--- src/design/rice_decoder_32bit_top_macros.svh ---
// Assertion macros used by the Rice decoder RTL.
// Depends on nothing; included by rd32_back, the only module that carries assertions.
`ifndef RICE_DECODER_32BIT_TOP_MACROS_SVH
`define RICE_DECODER_32BIT_TOP_MACROS_SVH

// Implication checked in the same cycle, disabled during reset.
`define RD32_ASSERT_NOW(label, clk, rst, ante, cons) \
  label: assert property (@(posedge clk) disable iff (rst) (ante) |-> (cons)) \
    else $error("rice decoder check failed");

// Implication checked in the cycle after the antecedent.
`define RD32_ASSERT_NEXT(label, clk, rst, ante, cons) \
  label: assert property (@(posedge clk) disable iff (rst) (ante) |=> (cons)) \
    else $error("rice decoder check failed");

`endif

--- src/design/rd32_pkg.sv ---
// Shared types, constants and helper functions of the Rice decoder.
// Depends on nothing; imported by every module of the block.
package rd32_pkg;

  localparam int unsigned MaxTilePixels = 1048576;
  localparam int unsigned CodeBits      = 5;
  localparam int unsigned RawCode       = 26;
  localparam int unsigned PixBits       = 32;
  localparam int unsigned BufBits       = 40;
  localparam int unsigned ResCap        = 64;
  localparam int unsigned BlockMax      = 64;
  localparam int unsigned QueueDepth    = 4;
  localparam int unsigned QueuePtrW     = $clog2(QueueDepth);

  typedef struct packed {
    logic [7:0]  data_byte;
    logic        tile_first;
    logic        tile_end;
    logic [20:0] tile_pixels;
  } in_item_t;

  typedef struct packed {
    logic [31:0] pixel_value;
    logic        pixel_valid;
    logic        run_last;
    logic        tile_done;
    logic        short_stream;
  } out_item_t;

  // Low-ones mask over the bit buffer width.
  function automatic logic [39:0] mask40(input logic [5:0] k);
    logic [39:0] m;
    if (k >= 6'(BufBits)) begin
      m = '1;
    end else begin
      m = (40'd1 << k) - 40'd1;
    end
    return m;
  endfunction

  // Maps the folded difference back to a two's complement value.
  function automatic logic [31:0] unzig(input logic [31:0] d);
    logic [31:0] h;
    h = d >> 1;
    return d[0] ? ~h : h;
  endfunction

endpackage

--- src/design/rd32_front.sv ---
// Front stage: registers each incoming byte request and clamps the tile size.
// Depends on rd32_pkg; feeds rd32_queue.
module rd32_front #(
  parameter int unsigned MAX_TILE_PIXELS = rd32_pkg::MaxTilePixels
) (
  input  logic               clk,
  input  logic               rst,
  input  logic               strm_valid,
  output logic               strm_stall,
  input  rd32_pkg::in_item_t strm_data,
  output logic               cmd_valid,
  input  logic               cmd_full,
  output rd32_pkg::in_item_t cmd_data
);
  import rd32_pkg::*;

  localparam logic [24:0] MaxW = 25'(MAX_TILE_PIXELS);

  logic     hold_valid;
  in_item_t hold;
  in_item_t clamped;
  logic     accept;

  assign strm_stall = hold_valid && cmd_full;
  assign accept     = strm_valid && !strm_stall;
  assign cmd_valid  = hold_valid;
  assign cmd_data   = hold;

  always_comb begin
    clamped = strm_data;
    if ({4'd0, strm_data.tile_pixels} > MaxW) begin
      clamped.tile_pixels = MaxW[20:0];
    end
  end

  always_ff @(posedge clk) begin
    if (rst) begin
      hold_valid <= 1'b0;
    end else if (accept) begin
      hold_valid <= 1'b1;
    end else if (!cmd_full) begin
      hold_valid <= 1'b0;
    end
    if (accept) begin
      hold <= clamped;
    end
  end

endmodule

--- src/design/rd32_queue.sv ---
// Short request queue between the front stage and the decode sequencer.
// Depends on rd32_pkg.
module rd32_queue (
  input  logic               clk,
  input  logic               rst,
  input  logic               push,
  input  rd32_pkg::in_item_t push_data,
  output logic               full,
  output logic               not_empty,
  input  logic               pop,
  output rd32_pkg::in_item_t pop_data
);
  import rd32_pkg::*;

  in_item_t               slots [QueueDepth];
  logic [QueuePtrW-1:0]   wr_ptr;
  logic [QueuePtrW-1:0]   rd_ptr;
  logic [QueuePtrW:0]     count;
  logic                   do_push;
  logic                   do_pop;

  assign full      = (count == (QueuePtrW + 1)'(QueueDepth));
  assign not_empty = (count != '0);
  assign do_push   = push && !full;
  assign do_pop    = pop && not_empty;
  assign pop_data  = slots[rd_ptr];

  always_ff @(posedge clk) begin
    if (rst) begin
      wr_ptr <= '0;
      rd_ptr <= '0;
      count  <= '0;
    end else begin
      if (do_push) begin
        wr_ptr <= wr_ptr + 1'b1;
      end
      if (do_pop) begin
        rd_ptr <= rd_ptr + 1'b1;
      end
      if (do_push && !do_pop) begin
        count <= count + 1'b1;
      end else if (do_pop && !do_push) begin
        count <= count - 1'b1;
      end
    end
    if (do_push) begin
      slots[wr_ptr] <= push_data;
    end
  end

endmodule

--- src/design/rd32_back.sv ---
// Decode sequencer: runs the bit buffer, split codes and Rice decoding per request.
// Depends on rd32_pkg and the assertion macro header.
`include "rice_decoder_32bit_top_macros.svh"
module rd32_back (
  input  logic                clk,
  input  logic                rst,
  input  logic                q_valid,
  input  rd32_pkg::in_item_t  q_data,
  output logic                q_pop,
  input  logic [6:0]          block_size,
  output logic                pix_valid,
  input  logic                pix_stall,
  output rd32_pkg::out_item_t pix_data
);
  import rd32_pkg::*;

  typedef enum logic [2:0] {
    PH_HEADER, PH_CODE, PH_RUN, PH_RAW, PH_UNARY, PH_LOW, PH_IDLE
  } phase_t;

  typedef enum logic [2:0] {
    S_FETCH, S_RUN1, S_APPEND, S_RUN2, S_END, S_FLUSH
  } state_t;

  state_t      state;
  phase_t      phase;
  logic [39:0] bit_buffer;
  logic [5:0]  bits_held;
  logic [31:0] last_pixel;
  logic [2:0]  header_bytes_seen;
  logic [20:0] pixels_done;
  logic [20:0] tile_pixel_total;
  logic [6:0]  block_remaining;
  logic [4:0]  split_code;
  logic [31:0] zero_count;
  logic        stream_ended;
  logic [6:0]  n_res;
  logic        starved;
  logic        cur_end;
  logic [7:0]  cur_byte;
  logic        pend_v;
  out_item_t   pend;
  logic        out_valid;
  out_item_t   out_data;

  logic        out_free;
  logic        can_emit;
  logic [5:0]  take_k;
  logic [31:0] take_v;
  logic [5:0]  rest_held;
  logic [39:0] rest_buf;
  logic [4:0]  fs;
  logic        it_ret;
  logic        it_starved;
  logic        it_emit;
  logic [31:0] emit_val;
  logic [31:0] low_d;
  logic [20:0] done_inc;
  logic [6:0]  br_dec;
  logic        fin;
  logic [6:0]  bs_eff;
  logic [20:0] left;
  logic [6:0]  br_new;
  logic [20:0] eff_total;
  phase_t      eff_phase;
  logic        eff_ended;
  logic [31:0] eff_last;
  logic [2:0]  eff_hdr;
  logic [2:0]  hdr_inc;
  logic        ended_new;
  out_item_t   new_pix;
  out_item_t   err_res;

  assign out_free = !out_valid || !pix_stall;
  assign can_emit = !pend_v || out_free;
  assign q_pop    = (state == S_FETCH) && q_valid;
  assign pix_valid = out_valid;
  assign pix_data  = out_data;

  // Values as seen after a tile start on the request being fetched.
  assign eff_total = q_data.tile_first ? q_data.tile_pixels : tile_pixel_total;
  assign eff_phase = q_data.tile_first ? PH_HEADER : phase;
  assign eff_ended = q_data.tile_first ? 1'b0 : stream_ended;
  assign eff_last  = q_data.tile_first ? 32'd0 : last_pixel;
  assign eff_hdr   = q_data.tile_first ? 3'd0 : header_bytes_seen;
  assign hdr_inc   = eff_hdr + 3'd1;
  assign ended_new = stream_ended || cur_end;

  always_comb begin
    fs = split_code - 5'd1;
    unique case (phase)
      PH_CODE:  take_k = 6'(CodeBits);
      PH_RAW:   take_k = 6'(PixBits);
      PH_UNARY: take_k = 6'd1;
      PH_LOW:   take_k = {1'b0, fs};
      default:  take_k = 6'd0;
    endcase
    take_v    = 32'((bit_buffer >> (bits_held - take_k)) & mask40(take_k));
    rest_held = bits_held - take_k;
    rest_buf  = bit_buffer & mask40(rest_held);
    low_d     = (zero_count << fs) | take_v;

    done_inc = pixels_done + 21'd1;
    br_dec   = (block_remaining != 7'd0) ? block_remaining - 7'd1 : 7'd0;
    fin      = (done_inc >= tile_pixel_total);

    if (block_size == 7'd0) begin
      bs_eff = 7'd1;
    end else if (block_size > 7'(BlockMax)) begin
      bs_eff = 7'(BlockMax);
    end else begin
      bs_eff = block_size;
    end
    left   = tile_pixel_total - pixels_done;
    br_new = ({14'd0, bs_eff} < left) ? bs_eff : left[6:0];

    it_ret     = 1'b0;
    it_starved = 1'b0;
    it_emit    = 1'b0;
    emit_val   = last_pixel;
    if (n_res >= 7'(ResCap)) begin
      it_ret = 1'b1;
    end else begin
      unique case (phase)
        PH_CODE: begin
          if (bits_held < 6'(CodeBits)) begin
            it_ret     = 1'b1;
            it_starved = 1'b1;
          end
        end
        PH_RUN: begin
          it_emit = 1'b1;
        end
        PH_RAW: begin
          if (bits_held < 6'(PixBits)) begin
            it_ret     = 1'b1;
            it_starved = 1'b1;
          end else begin
            it_emit  = 1'b1;
            emit_val = last_pixel + unzig(take_v);
          end
        end
        PH_UNARY: begin
          if (bits_held == 6'd0) begin
            it_ret     = 1'b1;
            it_starved = 1'b1;
          end
        end
        PH_LOW: begin
          if (bits_held < {1'b0, fs}) begin
            it_ret     = 1'b1;
            it_starved = 1'b1;
          end else begin
            it_emit  = 1'b1;
            emit_val = last_pixel + unzig(low_d);
          end
        end
        PH_HEADER: begin
          it_ret     = 1'b1;
          it_starved = 1'b1;
        end
        default: begin
          it_ret = 1'b1;
        end
      endcase
    end

    new_pix.pixel_value  = emit_val;
    new_pix.pixel_valid  = 1'b1;
    new_pix.run_last     = 1'b0;
    new_pix.tile_done    = fin;
    new_pix.short_stream = 1'b0;

    err_res.pixel_value  = 32'd0;
    err_res.pixel_valid  = 1'b0;
    err_res.run_last     = 1'b0;
    err_res.tile_done    = 1'b0;
    err_res.short_stream = 1'b1;
  end

  always_ff @(posedge clk) begin
    if (rst) begin
      state             <= S_FETCH;
      phase             <= PH_HEADER;
      bit_buffer        <= '0;
      bits_held         <= '0;
      last_pixel        <= '0;
      header_bytes_seen <= '0;
      pixels_done       <= '0;
      tile_pixel_total  <= '0;
      block_remaining   <= '0;
      split_code        <= '0;
      zero_count        <= '0;
      stream_ended      <= 1'b0;
      n_res             <= '0;
      starved           <= 1'b0;
      pend_v            <= 1'b0;
      out_valid         <= 1'b0;
    end else begin
      if (out_valid && !pix_stall) begin
        out_valid <= 1'b0;
      end
      unique case (state)
        S_FETCH: begin
          if (q_valid) begin
            cur_end  <= q_data.tile_end;
            cur_byte <= q_data.data_byte;
            n_res    <= '0;
            starved  <= 1'b0;
            if (q_data.tile_first) begin
              bit_buffer        <= '0;
              bits_held         <= '0;
              last_pixel        <= '0;
              header_bytes_seen <= '0;
              pixels_done       <= '0;
              block_remaining   <= '0;
              split_code        <= '0;
              zero_count        <= '0;
              stream_ended      <= 1'b0;
              phase             <= PH_HEADER;
              tile_pixel_total  <= q_data.tile_pixels;
            end
            if (eff_total == 21'd0 || eff_phase == PH_IDLE) begin
              state <= S_FETCH;
            end else if (eff_ended) begin
              state <= S_RUN2;
            end else if (eff_phase == PH_HEADER) begin
              last_pixel        <= {eff_last[23:0], q_data.data_byte};
              header_bytes_seen <= hdr_inc;
              if (hdr_inc >= 3'd4) begin
                phase <= PH_CODE;
              end
              state <= S_RUN2;
            end else begin
              state <= S_RUN1;
            end
          end
        end
        S_RUN1, S_RUN2: begin
          if (it_ret) begin
            if (state == S_RUN1) begin
              state <= S_APPEND;
            end else begin
              starved <= it_starved;
              state   <= S_END;
            end
          end else if (it_emit) begin
            if (can_emit) begin
              bits_held       <= rest_held;
              bit_buffer      <= rest_buf;
              last_pixel      <= emit_val;
              pixels_done     <= done_inc;
              block_remaining <= br_dec;
              if (fin) begin
                phase <= PH_IDLE;
              end else if (br_dec == 7'd0) begin
                phase <= PH_CODE;
              end else if (phase == PH_LOW) begin
                phase      <= PH_UNARY;
                zero_count <= '0;
              end
              if (pend_v) begin
                out_valid <= 1'b1;
                out_data  <= pend;
              end
              pend   <= new_pix;
              pend_v <= 1'b1;
              n_res  <= n_res + 7'd1;
            end
          end else begin
            bits_held  <= rest_held;
            bit_buffer <= rest_buf;
            if (phase == PH_CODE) begin
              split_code      <= take_v[4:0];
              block_remaining <= br_new;
              if (take_v[4:0] == 5'd0) begin
                phase <= PH_RUN;
              end else if (take_v[4:0] == 5'(RawCode)) begin
                phase <= PH_RAW;
              end else begin
                phase      <= PH_UNARY;
                zero_count <= '0;
              end
            end else if (take_v[0]) begin
              phase <= PH_LOW;
            end else begin
              zero_count <= zero_count + 32'd1;
            end
          end
        end
        S_APPEND: begin
          // A byte that finds more than 32 bits held is dropped.
          if (bits_held <= 6'd32) begin
            bit_buffer <= {bit_buffer[31:0], cur_byte};
            bits_held  <= bits_held + 6'd8;
          end
          state <= S_RUN2;
        end
        S_END: begin
          stream_ended <= ended_new;
          if (ended_new && starved && phase != PH_IDLE && n_res < 7'(ResCap)) begin
            if (can_emit) begin
              if (pend_v) begin
                out_valid <= 1'b1;
                out_data  <= pend;
              end
              pend   <= err_res;
              pend_v <= 1'b1;
              n_res  <= n_res + 7'd1;
              phase  <= PH_IDLE;
              state  <= S_FLUSH;
            end
          end else begin
            state <= S_FLUSH;
          end
        end
        S_FLUSH: begin
          if (!pend_v) begin
            state <= S_FETCH;
          end else if (out_free) begin
            out_valid         <= 1'b1;
            out_data          <= pend;
            out_data.run_last <= 1'b1;
            pend_v            <= 1'b0;
            state             <= S_FETCH;
          end
        end
        default: begin
          state <= S_FETCH;
        end
      endcase
    end
  end

  `RD32_ASSERT_NOW(a_fetch_no_pend, clk, rst, state == S_FETCH, !pend_v)
  `RD32_ASSERT_NOW(a_held_bound, clk, rst, 1'b1, bits_held <= 6'(BufBits))
  `RD32_ASSERT_NOW(a_res_cap, clk, rst, 1'b1, n_res <= 7'(ResCap))
  `RD32_ASSERT_NEXT(a_flush_done, clk, rst, state == S_FLUSH && out_free,
                    state == S_FETCH)

endmodule

--- src/design/rice_decoder_32bit_top.sv ---
// Top level of the Rice decoder for 32-bit pixel tiles, with its register port.
// Depends on rd32_pkg, rd32_front, rd32_queue and rd32_back.
//
// Usage: compressed tile bytes arrive one request at a time on strm_valid /
// strm_stall / strm_data; a request is taken at a clock edge with strm_valid
// high and strm_stall low. Set tile_first on the first byte of a tile, with
// tile_pixels giving its size, and tile_end on its last byte. Decoded pixels
// leave on pix_valid / pix_stall / pix_data, one request per pixel, with
// run_last on the last result caused by a byte, tile_done on the final pixel
// and a short_stream result if the bytes run out early.
// A byte passes the front register and a four-entry queue before the sequencer
// pops it. Each result waits in a pending register: the last one of a byte
// leaves in the flush state, an earlier one once the next pixel is decoded.
// The run state takes a split code, unary bit or pixel per step. A data byte
// passes the fetch, run, append, run, end and flush states; a header byte skips
// the first run and the append. Up to 64 pixels follow from one byte.
// When the receiver stalls, the output holds and the sequencer waits; the
// queue then fills and strm_stall rises. Reset (rst, synchronous) empties the
// queue, clears decoder state and sets block_size to 32. block_size is
// written at APB byte address 0 and must only change while the block is idle.
module rice_decoder_32bit_top #(
  parameter int unsigned MAX_TILE_PIXELS = rd32_pkg::MaxTilePixels
) (
  input  logic                clk,
  input  logic                rst,
  input  logic                strm_valid,
  output logic                strm_stall,
  input  rd32_pkg::in_item_t  strm_data,
  output logic                pix_valid,
  input  logic                pix_stall,
  output rd32_pkg::out_item_t pix_data,
  input  logic                psel,
  input  logic                penable,
  input  logic                pwrite,
  input  logic [2:0]          paddr,
  input  logic [31:0]         pwdata,
  output logic [31:0]         prdata,
  output logic                pready
);
  import rd32_pkg::*;

  logic       block_size_wr;
  logic [6:0] block_size;
  logic       cmd_valid;
  logic       cmd_full;
  in_item_t   cmd_data;
  logic       q_valid;
  logic       q_pop;
  in_item_t   q_data;

  // Register 0 (block_size) sits at byte address 0; address 4 holds nothing.
  assign pready        = 1'b1;
  assign block_size_wr = psel && penable && pwrite && pready && !paddr[2];
  assign prdata        = paddr[2] ? 32'd0 : {25'd0, block_size};

  always_ff @(posedge clk) begin
    if (rst) begin
      block_size <= 7'd32;
    end else if (block_size_wr) begin
      block_size <= pwdata[6:0];
    end
  end

  rd32_front #(
    .MAX_TILE_PIXELS(MAX_TILE_PIXELS)
  ) u_front (
    .clk        (clk),
    .rst        (rst),
    .strm_valid (strm_valid),
    .strm_stall (strm_stall),
    .strm_data  (strm_data),
    .cmd_valid  (cmd_valid),
    .cmd_full   (cmd_full),
    .cmd_data   (cmd_data)
  );

  rd32_queue u_queue (
    .clk       (clk),
    .rst       (rst),
    .push      (cmd_valid),
    .push_data (cmd_data),
    .full      (cmd_full),
    .not_empty (q_valid),
    .pop       (q_pop),
    .pop_data  (q_data)
  );

  rd32_back u_back (
    .clk        (clk),
    .rst        (rst),
    .q_valid    (q_valid),
    .q_data     (q_data),
    .q_pop      (q_pop),
    .block_size (block_size),
    .pix_valid  (pix_valid),
    .pix_stall  (pix_stall),
    .pix_data   (pix_data)
  );

endmodule

--- config.mk ---
export PLATFORM = sky130hd
export DESIGN_NAME = rice_decoder_32bit_top
export DESIGN_NICKNAME = d
export VERILOG_FILES = /design/src/design/rd32_pkg.sv /design/src/design/rd32_front.sv /design/src/design/rd32_queue.sv /design/src/design/rd32_back.sv /design/src/design/rice_decoder_32bit_top.sv
export VERILOG_INCLUDE_DIRS = /design/src /design/src/design
export SDC_FILE = /design/constraint.sdc
export NUM_CORES = 1
export LEC_CHECK = 0
export ABC_AREA = 1
export CAP_MARGIN = 5
export CORE_MARGIN = 10
export CORE_UTILIZATION = 47
export CTS_CLUSTER_DIAMETER = 150
export DETAILED_ROUTE_END_ITERATION = 10
export DONT_BUFFER_PORTS = 1
export PLACE_DENSITY_LB_ADDON = 0.25
export SLEW_MARGIN = 10
export SYNTH_ARGS = -nofsm -noshare
export SYNTH_HDL_FRONTEND = slang
export SYNTH_SLANG_ARGS = --single-unit
--- constraint.sdc ---
create_clock -name clk -period 10.6 [get_ports clk]
set_input_delay 1.06 -clock clk [delete_from_list [all_inputs] [get_ports clk]]
set_output_delay 1.06 -clock clk [all_outputs]
set_load 0.03 [all_outputs]
==> results of run 1 <==
## critical path: cells and delay by family (launching register included)
kind	cells	cell delay (ns)
flops	1	0.34
fa+ha+maj	4	1.61
buf+inv	5	1.94
compound gates	9	2.94
simple gates	11	1.88
xor+xnor	1	0.17
## Yosys cell counts, types with 5 or more instances
| cell type | count | area, um^2 |
|---|---|---|
| a211oi_1 | 9 | 67.6 |
| a21boi_0 | 10 | 75.1 |
| a21o_1 | 12 | 90.1 |
| a21oi_1 | 393 | 1970 |
| a22oi_1 | 6 | 45.0 |
| a31oi_1 | 18 | 113 |
| buf_1 | 29 | 109 |
| buf_2 | 49 | 245 |
| buf_4 | 29 | 218 |
| clkbuf_1 | 147 | 552 |
| clkinv_1 | 5 | 18.8 |
| dfxtp_1 | 201 | 4020 |
| edfxtp_1 | 235 | 7060 |
| fa_1 | 5 | 100 |
| ha_1 | 136 | 1700 |
| inv_1 | 503 | 1890 |
| inv_2 | 17 | 63.8 |
| mux2i_1 | 38 | 380 |
| nand2_1 | 1302 | 4890 |
| nand2_2 | 9 | 56.3 |
| nand3_1 | 299 | 1500 |
| nand3b_1 | 15 | 113 |
| nand4_1 | 94 | 588 |
| nor2_1 | 534 | 2000 |
| nor2_2 | 16 | 100 |
| nor3_1 | 69 | 345 |
| nor3b_1 | 6 | 45.0 |
| nor4_1 | 46 | 288 |
| o2111ai_1 | 7 | 61.3 |
| o211ai_1 | 44 | 330 |
| o21a_1 | 7 | 52.6 |
| o21ai_0 | 461 | 2310 |
| o21ai_1 | 10 | 50.1 |
| o21bai_1 | 10 | 75.1 |
| o221ai_1 | 10 | 87.6 |
| o22ai_1 | 45 | 282 |
| or2_2 | 15 | 93.8 |
| xnor2_1 | 15 | 131 |
| xor2_1 | 120 | 1050 |
## registers in the layout (all words and copies together), names as in the netlist, 8 cells and up, named ones only
signal                   flops
u_queue.slots              124
u_back.bit_buffer           40
u_back.pix_data             36
u_back.pend                 35
u_back.last_pixel           32
u_back.zero_count           32
u_front.cmd_data            31
u_back.pixels_done          21
u_back.tile_pixel_total     21
u_back.cur_byte              8
## per-stage QoR
stage	power, mW	utilization (%)	area (um^2)	hold WS (ns)	setup slack [ns]
after floorplan	8.96	-	33700	0.430	3.89
after global placement	11.4	48.4	34100	0.441	1.95
after detailed placement	11.4	48.4	34100	0.456	1.84
after CTS	13.3	50.8	35800	0.460	1.80
after global routing	14.5	50.8	35800	0.489	0.866
final	13.5	50.8	35800	0.457	1.58
## worst max-delay path by stage
stage	startpoint	end	slack [ns]
floorplan	u_back.split_code[0]	u_back.pix_data[0]	3.89
global placement	u_back.split_code[0]	u_back.last_pixel[22]	1.95
detailed placement	u_back.split_code[0]	u_back.last_pixel[22]	1.84
CTS	u_back.split_code[0]	u_back.last_pixel[22]	1.80
global route	u_back.split_code[0]	u_back.last_pixel[22]	0.87
finish	u_back.split_code[0]	u_back.last_pixel[22]	1.58
## power groups by stage
stage	sequential, mW	clock (mW)	combinational (mW)
2_1_floorplan	2.22	0	6.74
3_3_place_gp	2.30	0	9.11
3_5_place_dp	2.30	0	9.14
4_1_cts	2.27	1.80	9.20
5_1_grt	2.30	1.86	10.4
6_report	2.28	1.77	9.41
## per-layer routing
metal / vias to the layer above / wire (um) / share of wire, %
li1: 16500 / - / -
met1: 15300 / 48500 / 44
met2: 1212 / 48900 / 44
met3: 241 / 8010 / 7.3
met4: 2 / 4660 / 4.2
met5: - / 11 / 0.010
## final cells by class
type                       count  area [um^2]  area share, %
clock inverter                35          395           1.11
sequential                   436        11100           31.0
clock buffer                  57         1280           3.57
tap                          940         1180           3.29
inverter                     525         1970           5.51
multi-input combinational   3823        19500           54.6
timing repair buffer          46          345          0.966
## cells by family (layout without fill, tap and decap cells)
logic type | count (synthesis) | after routing | synth area share [%]
other | 2 | 26 | 0.0224
AND/OR/NAND/NOR | 2422 | 2422 | 30.3
multiplexers | 38 | 38 | 1.13
flip-flops | 436 | 436 | 33.0
adder cells (fa/ha/maj) | 141 | 141 | 5.37
buffers and inverters | 783 | 663 | 9.35
AO/OA/AOI/OAI | 1059 | 1059 | 17.2
XOR/XNOR | 137 | 137 | 3.62
==> metrics, run 1 <==
Reg2Reg Depth 30; Worst slew margin a little under a quarter; via count 33,200; number of synthesized flops with an enable pin 235; Max stage delay cell, worst path inv_1; sw frac between 50% and 60%; CTS buffer count 50; most common cell after layout, fill and taps aside nand2_1; RSZ-0062 raised after global routing false; Initial DRT Pass Iterations 6; reg-to-reg slack, setup approximately 1.6 ns; largest net degree at the start of global routing ~140; CP required around 11 ns; HP Start u_back.n_res[5]; Port Buf Inserts 0; Yosys reg bits between 400 and 500; Leak around 15 nW; R2R Path End u_back.last_pixel[22]; Hold Crit Class reg -> reg; die area around 83,000 um^2; CP arrival between 9 and 10 ns; power share of the sequential group between 15 and 20%; Clk pwr share a little over an eighth; layout cells sized above 1 4.25%; root buffer cell clkbuf_16; Async SR Flop Fraction 0%; clk_lat worst skew 0.64 ns; die width around 290 um; Mean Syn Cell Area 6.69 um^2; Period minus WS final approximately 9 ns; first-pass GRT wire length ~170,000 um; Worst path max stage delay about 0.95 ns; Fin. Hold Viols 0; Synth Warn # 0; Layout Cells excl Fill between 5,000 and 6,000; post_cts resized 0; Core Area 70,400 um^2; Netlist cell types 63; Slew Limit Fails 0; Tcrit/Tclk final 85.1%; gr usage total between 20 and 30%; FF-to-FF Start u_back.split_code[0]; drt wl/cell 18.8 um; n_diodes 0; H-tree Lvls 2; PwrDens roughly 380 nW/um^2; row cnt 97; fill count 7,191; Initial Utilization approximately 48%; initial antenna violation count 1; Chip Height between 200 and 300 um; Main synth FF type edfxtp_1; WHS Path Cells 2; CTS tree done; NetSw between 7 and 8 mW; Max Clk Rate approximately 110 MHz; status completed; Antenna Nets Post-Route 0; Syn Std Cell Area between 30,000 and 40,000 um^2; Starting DRT DRC Count 2,894; Post-CTS Setup Inserts 0; area grow syn2layout 6.50%; Placed Cells 5,770; Peak VDD IR around 0.21 mV; gate count after technology mapping roughly 5,000; GR Overflow Total 0; Remaining DRCs 0; CP Class reg -> reg; grt met1 use ~35%; Seq/Total Area, Yosys between 30% and 40%; dpl hpwl 81,900 um; combinational share of power between 60% and 70%; Finish-stage setup viols 0; Worst Hold Path EP u_back.n_res[6]; Pint 5.76 mW; crit-path max FO 43; I/O pins roughly 140; GP Congestion approximately 0.99; Hold Buf Count CTS 0; setup TNS 0 ns; Post-Route Skew roughly 0.040 ns; fin nets between 5,000 and 6,000; worst-case clock buffer depth 3; Reg clk slew, reported paths about 0.06 ns; WL final ~110,000 um; crit path launch type flip-flop; clock sinks approximately 440; routed vias/inst 5.67; Most Crowded Layer GR met2; CP Capture Type flip-flop; GRT met2 Usage about two fifths; crit-path most repeated cell nand2_1; routing usage on met3 under 10%; maxcap violations 0; Worst-Margin Slew 1.16 ns; commonest non-fill, non-tap cells in the layout nand2_1 (1,302), nor2_1 (525), inv_1 (501); vias in the first global route approximately 31,000
Note: power is estimated with default switching activity, not from simulation.
==> run 2, diff against run 1 <==
--- a/config.mk
+++ b/config.mk
@@ -9,7 +9,7 @@
 export ABC_AREA = 1
 export CAP_MARGIN = 5
 export CORE_MARGIN = 10
-export CORE_UTILIZATION = 47
+export CORE_UTILIZATION = 60
 export CTS_CLUSTER_DIAMETER = 150
 export DETAILED_ROUTE_END_ITERATION = 10
 export DONT_BUFFER_PORTS = 1
==> run 2 against run 1 <==
  * Wire length fell by 3.5%
  * Sequential share of layout area rose by 0.19 points
  * Largest cell class unchanged
  * Via count rose by 2.0%
  * Total power fell by 0.36%
  * Sequential cell count did not move
  * Sequential power barely moved
  * Global-route usage rose by 5.1 points
  * Utilization rose by 14 points
==> metrics, run 2 (synthesis gave the netlist of run 1 again) <==
status completed; initial antenna violation count 0 (-1); Slew Limit Fails 0 (unchanged); GP Congestion 1.02 (+2.6%); row cnt 86 (-11%); CP Capture Type flip-flop; crit-path max FO 33 (-23%); Port Buf Inserts 0 (unchanged); area grow syn2layout 5.84%; Period minus WS final 9.20 ns (+0.187 ns); GR Overflow Total 0 (unchanged); clock sinks 436 (unchanged); Antenna Nets Post-Route 0 (unchanged); Leak 15.1 nW (about the same); clk_lat worst skew 0.63 ns (about the same); Starting DRT DRC Count 3,779 (+31%); RSZ-0062 raised after global routing false; CTS buffer count 49 (-2.0%); Post-CTS Setup Inserts 0 (unchanged); CTS tree done; Hold Buf Count CTS 0 (unchanged); Reg clk slew, reported paths 0.06 ns (about the same); worst-case clock buffer depth 3 (unchanged); Core Area 55,200 um^2 (-22%); Chip Height 257 um (-11%); max reg flops 124 (unchanged); CP Class reg -> reg; die width 257 um (-11%); most common cell after layout, fill and taps aside nand2_1; Remaining DRCs 0 (unchanged); Biggest register u_queue.slots; H-tree Lvls 2 (unchanged); maxcap violations 0 (unchanged); vias in the first global route 30,500 (+0.023%); WL final 106,000 um (-3.5%); crit path launch type flip-flop; I/O pins 144 (unchanged); setup TNS 0 ns (unchanged); gr usage total 30.9% (+5.1 points); die area 65,800 um^2 (-20%); n_diodes 0 (unchanged); Fin. Hold Viols 0 (unchanged); Initial DRT Pass Iterations 6 (unchanged); reg-to-reg slack, setup 1.40 ns (-0.19 ns); Post-Route Skew 0.0375 ns (-0.00226 ns); dpl hpwl 78,900 um (-3.7%); drt wl/cell 18.8 um (-0.19%); layout cells sized above 1 4.25% (about the same); via count 33,900 (+2.0%); worst setup margin 1.40 ns (-0.187 ns); area of the multi-input gates 19,500 um^2 (unchanged); Initial Utilization 60.8% (+13 points); register area 11,100 um^2 (unchanged); first-pass GRT wire length 167,000 um (-2.8%); Hold Crit Class reg -> reg; Worst path max stage delay 0.96 ns (about the same); total power 13.4 mW (-0.36%); commonest non-fill, non-tap cells in the layout nand2_1 (1,302), nor2_1 (525), inv_1 (500); Finish-stage setup viols 0 (unchanged); post_cts resized 0 (unchanged); Worst slew margin 22.5% (-0.24 points); Worst-Margin Slew 1.16 ns (+0.00356 ns); Peak VDD IR 0.346 mV (+62%); Tcrit/Tclk final 86.8% (+1.8 points); CP arrival 9.73 ns (+0.21 ns); crit-path most repeated cell nand2_1; root buffer cell clkbuf_16; CP required 11.13 ns (+0.02 ns); fill count 5,110 (-29%); fin nets 5,094 (-0.039%); Setup WS pre-CTS 1.61 ns (-0.228 ns); largest net degree at the start of global routing 139 (unchanged); Max stage delay cell, worst path inv_1; routed vias/inst 5.98 (+5.5%); Max Clk Rate 109 MHz (-2.0%); PwrDens 377 nW/um^2 (+0.25%)
==> run 2: cell count changes in the layout (fill, tap and decap cells not counted), sizes merged <==
cell	change
buf	-1
clkinv	-9
bufinv	+2
clkbuf	+6
inv	-1
==> run 2: power breakdown <==
part | switching, mW | internal, mW | total [mW]
Clock | 0.730 | 1.07 | 1.80
Sequential | 0.221 | 2.05 | 2.28
Combinational | 6.64 | 2.69 | 9.33
==> run 2: routing by layer <==
layer / share of wire [%] / global-route usage [%]
met4: 4.8 / 14.1
met3: 8.5 / 4.06
met1: 41 / 40.6
met2: 46 / 50.1
met5: 0 / 0
==> run 2: worst max-delay path, delay by kind of cell, from the launching register on <==
family | cells | cell delay (ns)
simple gates | 16 | 2.40
buf+inv | 7 | 2.57
xor+xnor | 1 | 0.19
fa+ha+maj | 4 | 1.77
flops | 1 | 0.34
compound gates | 5 | 1.83
==> run 2: worst paths after layout <==
| path | startpoint | depth (start not counted) | end |
|---|---|---|---|
| worst max-delay path | u_back.split_code[0] | 33 | u_back.last_pixel[22] |
| worst min register to register | u_queue.rd_ptr[0] | 1 | flip-flop |
| worst max register to register | u_back.split_code[0] | 33 | u_back.last_pixel[22] |
| worst min-delay path | u_queue.rd_ptr[0] | 1 | flip-flop |
==> run 2: area by class of cell <==
class	count	share of cell area, %
multi-input combinational	3823	54.9
sequential	436	31.2
inverter	525	5.55
clock buffer	63	3.66
tap	748	2.63
clock inverter	27	1.13
timing repair buffer	45	0.951
==> run 2: stage by stage <==
step | cell area (um^2) | cells | hold slack [ns] | utilization [%]
floorplan | 33700 | 5042 | 0.430 | -
global placement | 33800 | 5577 | 0.443 | 61.3
detailed placement | 33800 | 5577 | 0.451 | 61.3
CTS | 35500 | 5667 | 0.460 | 64.4
global route | 35500 | 5667 | 0.488 | 64.4
finish | 35500 | 5667 | 0.453 | 64.4
